## config.mk

```make
export PLATFORM = sky130hd
export DESIGN_NAME = reader_writer_task_dispatcher
export DESIGN_NICKNAME = d
export VERILOG_FILES = /design/src/rtl/core/rwtd_pkg.sv /design/src/rtl/core/rwtd_ram.sv /design/src/rtl/core/rwtd_core.sv /design/src/rtl/core/reader_writer_task_dispatcher.sv
export SDC_FILE = /design/constraint.sdc
export NUM_CORES = 2
export LEC_CHECK = 0
export ABC_AREA = 1
export BUFFER_PORTS_ARGS = -buffer_cell sky130_fd_sc_hd__buf_2
export CAP_MARGIN = 0
export CORE_MARGIN = 2
export CORE_UTILIZATION = 60
export CTS_CLUSTER_SIZE = 24
export DETAILED_ROUTE_END_ITERATION = 7
export GPL_TIMING_DRIVEN = 0
export MAX_ROUTING_LAYER = met4
export PLACE_DENSITY_LB_ADDON = 0.25
export SLEW_MARGIN = 20
export SYNTH_ARGS = -nofsm -noshare
export SYNTH_HDL_FRONTEND = slang
export SYNTH_SLANG_ARGS = --single-unit
```

## constraint.sdc

```tcl
create_clock -name clk -period 14.25 [get_ports clk]
set_input_delay 1.425 -clock clk [delete_from_list [all_inputs] [get_ports clk]]
set_output_delay 1.425 -clock clk [all_outputs]
set_load 0.05 [all_outputs]
```

## src/rtl/core/rwtd_pkg.sv

```systemverilog
package rwtd_pkg;

	localparam int ID_BITS = 4;
	localparam int TAG_OUT_BITS = 16;
	localparam int READER_BITS = 8;
	localparam logic [READER_BITS-1:0] READER_MAX = 8'd255;

	typedef enum logic [1:0] {
		CMD_SUBMIT   = 2'd0,
		CMD_DISPATCH = 2'd1,
		CMD_COMPLETE = 2'd2,
		CMD_NOP      = 2'd3
	} cmd_t;

	typedef enum logic [1:0] {
		ST_OK         = 2'd0,
		ST_FULL       = 2'd1,
		ST_NONE_READY = 2'd2,
		ST_NO_TASK    = 2'd3
	} status_t;

	typedef struct packed {
		cmd_t                    command;
		logic [ID_BITS-1:0]      resource_id;
		logic                    access_kind;
		logic [TAG_OUT_BITS-1:0] task_tag;
	} req_t;

	typedef struct packed {
		status_t                 status;
		logic                    issued_valid;
		logic [ID_BITS-1:0]      issued_resource;
		logic                    issued_kind;
		logic [TAG_OUT_BITS-1:0] issued_tag;
	} rsp_t;

	typedef struct packed {
		status_t            status;
		logic               issued_valid;
		logic [ID_BITS-1:0] issued_resource;
		logic               issued_kind;
	} result_t;

endpackage

```

## src/rtl/core/rwtd_ram.sv

```systemverilog
module rwtd_ram #(
	parameter int WIDTH = 16,
	parameter int DEPTH = 128
) (
	input  logic                     clk,
	input  logic                     we,
	input  logic [$clog2(DEPTH)-1:0] waddr,
	input  logic [WIDTH-1:0]         wdata,
	input  logic                     re,
	input  logic [$clog2(DEPTH)-1:0] raddr,
	output logic [WIDTH-1:0]         rdata
);

	logic [WIDTH-1:0] mem_q [DEPTH];

	always_ff @(posedge clk) begin
		if (we) begin
			mem_q[waddr] <= wdata;
		end
		if (re) begin
			rdata <= mem_q[raddr];
		end
	end

endmodule

```

## src/rtl/core/rwtd_core.sv

```systemverilog
module rwtd_core #(
	parameter int NUM_RESOURCES = 16,
	parameter int QUEUE_DEPTH = 8
) (
	input  logic                                         clk,
	input  logic                                         arst_n,
	input  logic                                         go,
	input  rwtd_pkg::req_t                               item,
	output rwtd_pkg::result_t                            result,
	output logic                                         slot_we,
	output logic [$clog2(NUM_RESOURCES*QUEUE_DEPTH)-1:0] slot_waddr,
	output logic [$clog2(NUM_RESOURCES*QUEUE_DEPTH)-1:0] slot_raddr
);

	localparam int RES_W = (NUM_RESOURCES > 1) ? $clog2(NUM_RESOURCES) : 1;
	localparam int RCW = $clog2(NUM_RESOURCES + 1);
	localparam int QW = (QUEUE_DEPTH > 1) ? $clog2(QUEUE_DEPTH) : 1;
	localparam int CW = $clog2(QUEUE_DEPTH + 1);
	localparam int AW = $clog2(NUM_RESOURCES * QUEUE_DEPTH);
	localparam int RB = rwtd_pkg::READER_BITS;

	logic [QW-1:0]          qhead_q [NUM_RESOURCES];
	logic [CW-1:0]          qcount_q [NUM_RESOURCES];
	logic [RB-1:0]          readers_q [NUM_RESOURCES];
	logic [NUM_RESOURCES-1:0] writer_q;
	logic [NUM_RESOURCES-1:0] onring_q;
	logic [QUEUE_DEPTH-1:0] kinds_q [NUM_RESOURCES];
	logic [RES_W-1:0]       ring_q [NUM_RESOURCES];
	logic [RES_W-1:0]       rhead_q;
	logic [RCW-1:0]         rcount_q;

	rwtd_pkg::cmd_t    cmd;
	rwtd_pkg::status_t status;
	logic              id_ok;
	logic [RES_W-1:0]  rid;
	logic [RES_W-1:0]  d;
	logic [RES_W-1:0]  sel;
	logic [QW-1:0]     qh;
	logic [QW-1:0]     qh_inc;
	logic [QW-1:0]     qh_n;
	logic [QW-1:0]     pos;
	logic [CW:0]       pos_sum;
	logic [CW-1:0]     qc;
	logic [CW-1:0]     qc_n;
	logic [RB-1:0]     rr;
	logic [RB-1:0]     rr_n;
	logic              wr;
	logic              wr_n;
	logic              onr;
	logic              onr_eff;
	logic [QUEUE_DEPTH-1:0] kr;
	logic [QUEUE_DEPTH-1:0] kr_n;
	logic              head_kind;
	logic              ready_now;
	logic              ready_after;
	logic              ring_empty;
	logic              pop;
	logic              upd;
	logic              we;
	logic              push;
	logic              iv;
	logic [RCW-1:0]    rcount_eff;
	logic [RCW:0]      tail_sum;
	logic [RES_W-1:0]  tail;
	logic [RES_W-1:0]  rhead_inc;
	logic [AW-1:0]     base;

	always_comb begin
		cmd = item.command;
		id_ok = (int'(item.resource_id) < NUM_RESOURCES);
		rid = RES_W'(item.resource_id);
		ring_empty = (rcount_q == '0);
		d = ring_q[rhead_q];
		sel = (cmd == rwtd_pkg::CMD_DISPATCH) ? d : rid;

		qh = qhead_q[sel];
		qc = qcount_q[sel];
		rr = readers_q[sel];
		wr = writer_q[sel];
		onr = onring_q[sel];
		kr = kinds_q[sel];
		head_kind = kr[qh];
		ready_now = (qc != '0) && !wr &&
			(head_kind ? (rr == '0) : (rr != rwtd_pkg::READER_MAX));

		pos_sum = (CW+1)'(qh) + (CW+1)'(qc);
		pos = (pos_sum >= (CW+1)'(QUEUE_DEPTH)) ? QW'(pos_sum - (CW+1)'(QUEUE_DEPTH))
			: QW'(pos_sum);
		qh_inc = (qh == QW'(QUEUE_DEPTH - 1)) ? '0 : qh + 1'b1;

		qh_n = qh;
		qc_n = qc;
		rr_n = rr;
		wr_n = wr;
		kr_n = kr;
		status = rwtd_pkg::ST_OK;
		iv = 1'b0;
		pop = 1'b0;
		upd = 1'b0;
		we = 1'b0;

		case (cmd)
			rwtd_pkg::CMD_SUBMIT: begin
				if (!id_ok || qc >= CW'(QUEUE_DEPTH)) begin
					status = rwtd_pkg::ST_FULL;
				end else begin
					upd = 1'b1;
					we = 1'b1;
					qc_n = qc + 1'b1;
					kr_n[pos] = item.access_kind;
				end
			end
			rwtd_pkg::CMD_DISPATCH: begin
				if (ring_empty) begin
					status = rwtd_pkg::ST_NONE_READY;
				end else begin
					pop = 1'b1;
					if (!ready_now) begin
						status = rwtd_pkg::ST_NONE_READY;
					end else begin
						upd = 1'b1;
						iv = 1'b1;
						qh_n = qh_inc;
						qc_n = qc - 1'b1;
						if (head_kind) begin
							wr_n = 1'b1;
						end else begin
							rr_n = rr + 1'b1;
						end
					end
				end
			end
			rwtd_pkg::CMD_COMPLETE: begin
				if (!id_ok) begin
					status = rwtd_pkg::ST_NO_TASK;
				end else if (!item.access_kind) begin
					if (rr == '0) begin
						status = rwtd_pkg::ST_NO_TASK;
					end else begin
						upd = 1'b1;
						rr_n = rr - 1'b1;
					end
				end else if (!wr) begin
					status = rwtd_pkg::ST_NO_TASK;
				end else begin
					upd = 1'b1;
					wr_n = 1'b0;
				end
			end
			default: begin
			end
		endcase

		ready_after = (qc_n != '0) && !wr_n &&
			(kr_n[qh_n] ? (rr_n == '0) : (rr_n != rwtd_pkg::READER_MAX));
		onr_eff = (cmd == rwtd_pkg::CMD_DISPATCH) ? 1'b0 : onr;
		rcount_eff = rcount_q - RCW'(pop);
		push = upd && !onr_eff && ready_after && (rcount_eff < RCW'(NUM_RESOURCES));

		// A pop alone leaves the tail where it was; a push moves it on by one slot.
		tail_sum = (RCW+1)'(rhead_q) + (RCW+1)'(rcount_q);
		tail = (tail_sum >= (RCW+1)'(NUM_RESOURCES))
			? RES_W'(tail_sum - (RCW+1)'(NUM_RESOURCES)) : RES_W'(tail_sum);
		rhead_inc = (rhead_q == RES_W'(NUM_RESOURCES - 1)) ? '0 : rhead_q + 1'b1;

		base = AW'(sel) * AW'(QUEUE_DEPTH);
		slot_waddr = base + AW'(pos);
		slot_raddr = base + AW'(qh);
		slot_we = go && we;

		result.status = status;
		result.issued_valid = iv;
		result.issued_resource = iv ? rwtd_pkg::ID_BITS'(d) : '0;
		result.issued_kind = iv ? head_kind : 1'b0;
	end

	always_ff @(posedge clk or negedge arst_n) begin
		if (!arst_n) begin
			for (int i = 0; i < NUM_RESOURCES; i++) begin
				qhead_q[i] <= '0;
				qcount_q[i] <= '0;
				readers_q[i] <= '0;
			end
			writer_q <= '0;
			onring_q <= '0;
			rhead_q <= '0;
			rcount_q <= '0;
		end else if (go) begin
			if (upd) begin
				qhead_q[sel] <= qh_n;
				qcount_q[sel] <= qc_n;
				readers_q[sel] <= rr_n;
				writer_q[sel] <= wr_n;
			end
			if (pop) begin
				rhead_q <= rhead_inc;
			end
			if (pop || push) begin
				onring_q[sel] <= push;
			end
			rcount_q <= rcount_eff + RCW'(push);
		end
	end

	always_ff @(posedge clk) begin
		if (go && we) begin
			kinds_q[sel] <= kr_n;
		end
		if (go && push) begin
			ring_q[tail] <= sel;
		end
	end

endmodule

```

## src/rtl/core/reader_writer_task_dispatcher.sv

```systemverilog
// Channel  Direction  Payload               Handshake
// req      in         rwtd_pkg::req_t       req_valid / req_ready
// rsp      out        rwtd_pkg::rsp_t       rsp_valid / rsp_ready
//
// One command is taken per cycle unless the result side stalls; its result passes
// through the input register and the result register. The rate is set by one pass
// through the per-resource state and the ring head, with the task tag read from the
// slot RAM into the result stage. Reset clears queue heads and counts, reader, writer
// and ring control state at once; no clearing pass. While a result waits on rsp_ready,
// it and the input register hold, and req_ready drops once both are occupied.
module reader_writer_task_dispatcher #(
	parameter int NUM_RESOURCES = 16,
	parameter int QUEUE_DEPTH = 8,
	parameter int TAG_BITS = 16
) (
	input  logic           clk,
	input  logic           arst_n,
	input  logic           req_valid,
	output logic           req_ready,
	input  rwtd_pkg::req_t req,
	output logic           rsp_valid,
	input  logic           rsp_ready,
	output rwtd_pkg::rsp_t rsp
);

	localparam int AW = $clog2(NUM_RESOURCES * QUEUE_DEPTH);

	logic              valid_s1;
	rwtd_pkg::req_t    req_s1;
	logic              valid_s2;
	rwtd_pkg::result_t result_s2;
	rwtd_pkg::result_t result;
	logic              advance;
	logic              go;
	logic              slot_we;
	logic [AW-1:0]     slot_waddr;
	logic [AW-1:0]     slot_raddr;
	logic [TAG_BITS-1:0] slot_rdata;

	assign advance = !valid_s2 || rsp_ready;
	assign req_ready = !valid_s1 || advance;
	assign go = valid_s1 && advance;
	assign rsp_valid = valid_s2;

	always_ff @(posedge clk or negedge arst_n) begin
		if (!arst_n) begin
			valid_s1 <= 1'b0;
			valid_s2 <= 1'b0;
		end else begin
			if (req_ready) begin
				valid_s1 <= req_valid;
			end
			if (advance) begin
				valid_s2 <= valid_s1;
			end
		end
	end

	always_ff @(posedge clk) begin
		if (req_valid && req_ready) begin
			req_s1 <= req;
		end
		if (advance) begin
			result_s2 <= result;
		end
	end

	rwtd_core #(
		.NUM_RESOURCES(NUM_RESOURCES),
		.QUEUE_DEPTH(QUEUE_DEPTH)
	) u_core (
		.clk(clk),
		.arst_n(arst_n),
		.go(go),
		.item(req_s1),
		.result(result),
		.slot_we(slot_we),
		.slot_waddr(slot_waddr),
		.slot_raddr(slot_raddr)
	);

	rwtd_ram #(
		.WIDTH(TAG_BITS),
		.DEPTH(NUM_RESOURCES * QUEUE_DEPTH)
	) u_slots (
		.clk(clk),
		.we(slot_we),
		.waddr(slot_waddr),
		.wdata(TAG_BITS'(req_s1.task_tag)),
		.re(advance),
		.raddr(slot_raddr),
		.rdata(slot_rdata)
	);

	always_comb begin
		rsp.status = result_s2.status;
		rsp.issued_valid = result_s2.issued_valid;
		rsp.issued_resource = result_s2.issued_resource;
		rsp.issued_kind = result_s2.issued_kind;
		rsp.issued_tag = result_s2.issued_valid ? rwtd_pkg::TAG_OUT_BITS'(slot_rdata) : '0;
	end

	a_issue_is_ok: assert property (@(posedge clk) disable iff (!arst_n)
		rsp_valid && rsp.issued_valid |-> rsp.status == rwtd_pkg::ST_OK)
		else $error("Issued task reported with a failing status.");

	a_no_bubble: assert property (@(posedge clk) disable iff (!arst_n)
		rsp_ready |-> req_ready)
		else $error("Input stalled while the output side was free.");

	a_item_moves: assert property (@(posedge clk) disable iff (!arst_n)
		go |=> valid_s2)
		else $error("A command left the input register without a result.");

	a_issue_only_dispatch: assert property (@(posedge clk) disable iff (!arst_n)
		go && req_s1.command != rwtd_pkg::CMD_DISPATCH |=> !result_s2.issued_valid)
		else $error("A task was issued by a command other than dispatch.");

endmodule

```

==> results.py <==
metrics = {
    "place": {
        "dpl-instance-area_um2": 111000,
        "port_buffers": 52,
        "place_hpwl_mm": 248,
        "globalplace.congestion": 1.01,
        "place_ws_ps": 4000,
        "dp_cells": 11000,
    },
    "synth": {
        "synthCells": 8463,
        "synth.distinct_cells": 45,
        "synth_edf_count": 2287,
        "synth_seq_cells": 2570,
        "synthSimpleGateAreaFrac_pct": 11.9,
        "ys.flop_type": "edfxtp_1",
        "synth_top_family_by_area": "simple AND/OR/NAND/NOR gates",
        "synth_fa_ha_area_share_pct": 0.255,
        "synth_nets": 8510,
        "muxShareOfSynthArea_pct": 0,
        "seq_area_frac_synth_pct": 72.9,
        "async_reset_ff_share_pct": 11.0,
        "synth-xor-area-share_pct": 0.159,
        "synth_compound_area_share_pct": 11.7,
        "yosysWarnings": 0,
        "avgSynthCellArea_um2": 12.3,
        "netlist_area_um2": 104000,
    },
    "clock_tree": {
        "cts_made_buffers": 241,
        "clkSlewWorstSetupHoldPaths_ps": 60,
        "cts.repair.resized": 0,
        "clock-sinks": 2570,
        "cts_setup_buffers": 0,
        "cts_tree": "yes",
        "insertion_delay_ps": 920,
        "htree_levels": 4,
        "clockBufferDepth": 3,
        "postCtsHoldBufs": 0,
        "cts_root_buf": "clkbuf_16",
    },
    "timing": {
        "hold_ws_ps": 459,
        "hold_viol": 0,
        "min_period_over_period_pct": 75.5,
        "skew_ps": 70.7,
        "setup_slack_ps": 3490,
        "grt_setup_unrepaired": "false",
        "worst_pin_slew_ps": 1320,
        "slew_violations": 0,
        "fmax_mhz": 93.0,
        "slew-limit-headroom_pct": 11.9,
        "fin_setup_tns_ps": 0,
        "finalSetupViolCount": 0,
        "period_minus_slack_ps": 10760,
    },
    "drt": {
        "drc": 2,
        "wl_per_cell_um": 30.9,
        "wirelength_mm": 355,
        "drt_pre_antenna_iters": 8,
        "ant_nets": 0,
        "drt-initial-drc-count": 13700,
        "vias": 77300,
        "via_per_inst": 6.72,
    },
    "finish": {
        "drive_gt1_share_pct": 10.6,
        "fillCellCount": 11800,
        "design_area_um2": 119000,
        "final_nets": 9023,
        "instances_no_fill": 11500,
        "area_growth_pct": 14.5,
        "utilization_pct": 69.2,
    },
    "worst_setup_path": {
        "slowest_delay_ps": 830,
        "reg2regPathDepth": 37,
        "path_max_fanout": 18,
        "crit_required_ps": 14800,
        "path_class": "reg2reg",
        "crit_end": "u_core.ring_q[8][0]",
        "cp.arrival_ps": 11310,
        "r2r-start": "u_core.rhead_q[0]",
        "timing.critical_path.mode_cell": "nand2_1",
        "cp-startpoint": "u_core.rhead_q[0]",
        "startpoint_type": "flop",
        "r2r_end": "u_core.ring_q[8][0]",
        "critPathSlowestCell": "clkbuf_1",
        "ff2ff_setup_slack_ps": 3490,
        "worstSetupEndpointType": "flop",
    },
    "run_status": {
        "status": "finished, violations left",
        "violations": "DRC",
    },
    "global_routing": {
        "grt_pass1_vias": 73000,
        "grt_usage_pct": 41.2,
        "globalRouteOverflowTotal": 0,
        "grt.busiest_layer": "met2",
        "antenna_found_initial": 17,
        "use_met2_pct": 60.1,
        "globalRouteMet1Util_pct": 51.7,
        "met3_usage_pct": 10.5,
        "grt_start_max_net_pins": 81,
        "grt_pass1_wl_mm": 501,
    },
    "die": {
        "chipHeight_um": 420,
        "rows": 152,
        "ios": 53,
        "initial_core_util_pct": 60.5,
        "die_area_um2": 176000,
        "die_x_um": 420,
        "core_area_um2": 172000,
    },
    "power_and_ir_drop": {
        "peakVddDrop_mv": 0.253,
        "power_mw": 25.8,
        "pwr_density_cell_nw_per_um2": 217,
        "leakagePower_nw": 40.7,
    },
    "job": {
        "drv_cap": 0,
    },
    "hold_path": {
        "hp-class": "in2async",
    },
}
[final cells by class]
class / count / area (µm²) / share of cell area (%)
timing repair buffer: 270 / 3700 / 3.11
antenna: 15 / 37.5 / 0.0316
tap: 2310 / 2890 / 2.43
inverter: 205 / 778 / 0.654
sequential: 2570 / 75800 / 63.7
buffer: 590 / 2440 / 2.05
clock buffer: 303 / 6410 / 5.39
clock inverter: 144 / 1510 / 1.27
multi-input combinational: 5098 / 25400 / 21.4
[critical path: cells and delay by family, from the launching register on]
family          cells  cell delay, ps
buf+inv            13            4670
flops               1             410
fa+ha+maj           2             890
simple gates       19            3520
compound gates      3             870
[synth_stat cells (35+ instances only)]
library cell / count / area (µm²)
inv_1: 169 / 634
nand3_1: 412 / 2060
o221ai_1: 528 / 4620
dfrtp_1: 283 / 7080
nor2_1: 1276 / 4790
buf_2: 67 / 335
o21ai_0: 1202 / 6020
edfxtp_1: 2287 / 68700
buf_1: 35 / 131
clkbuf_1: 463 / 1740
o21ai_1: 118 / 591
nand2_1: 1293 / 4850
[flip-flops by register name, indices dropped and copies added (netlist names), 16 cells and up]
name and cells:
u_core.readers_q 128, u_core.qhead_q 48, u_core.onring_q 16, u_slots.mem_q 2048
u_core.writer_q 16, u_core.ring_q 64, req_s1 23, u_core.qcount_q 64
u_core.kinds_q 128, u_slots.rdata 16
[placed cells by master (no fill, tap or decap), types with 32 or more instances in the layout]
master	n
edfxtp_1	2287
nand2_1	1292
o21ai_0	1199
nor2_1	1133
o221ai_1	528
clkbuf_1	491
nand3_1	411
dfrtp_1	283
clkbuf_16	243
inv_1	165
nor2_2	149
buf_8	141
o21ai_1	120
buf_2	119
clkinv_2	53
buf_6	52
clkinv_1	43
buf_1	34
inv_2	33
nand4_1	32
a22oi_1	32
a31oi_1	32
[worst min-delay path by stage]
stage                                    from                   end  slack, ps  cells after the start
after floorplan            u_core.onring_q[0]    u_core.onring_q[0]        440                      2
after global placement    u_core.writer_q[10]   u_core.writer_q[10]        460                      2
after detailed placement  u_core.onring_q[13]   u_core.onring_q[13]        460                      2
after CTS                              arst_n   u_core.readers_q[3]        470                      1
after global routing      u_core.onring_q[13]   u_core.onring_q[13]        490                      2
final                                  arst_n  u_core.readers_q[60]        460                      1
[per-layer routing]
| layer | share of wire [%] | wire length (µm) |
|---|---|---|
| met1 | 34 | 121000 |
| met2 | 45 | 158000 |
| met3 | 14 | 48900 |
| met4 | 7.7 | 27200 |
| met5 | 0 | 0 |
[where the power goes]
group	switching, mW	internal [mW]	total [mW]
clock network	2.88	3.64	6.51
logic	8.16	2.36	10.5
registers	0.151	8.61	8.76
[logic make-up (layout without fill, tap and decap cells)]
logic type	Yosys count	in the layout
AOI/OAI and AO/OA	1991	1991
xor gates and xnor gates	18	18
adders and majority gates	20	20
buffers and inverters	795	1512
DFF	2570	2570
other	0	15
and+or+nand+nor	3069	3069
Power figures use the tool's default switching activity.
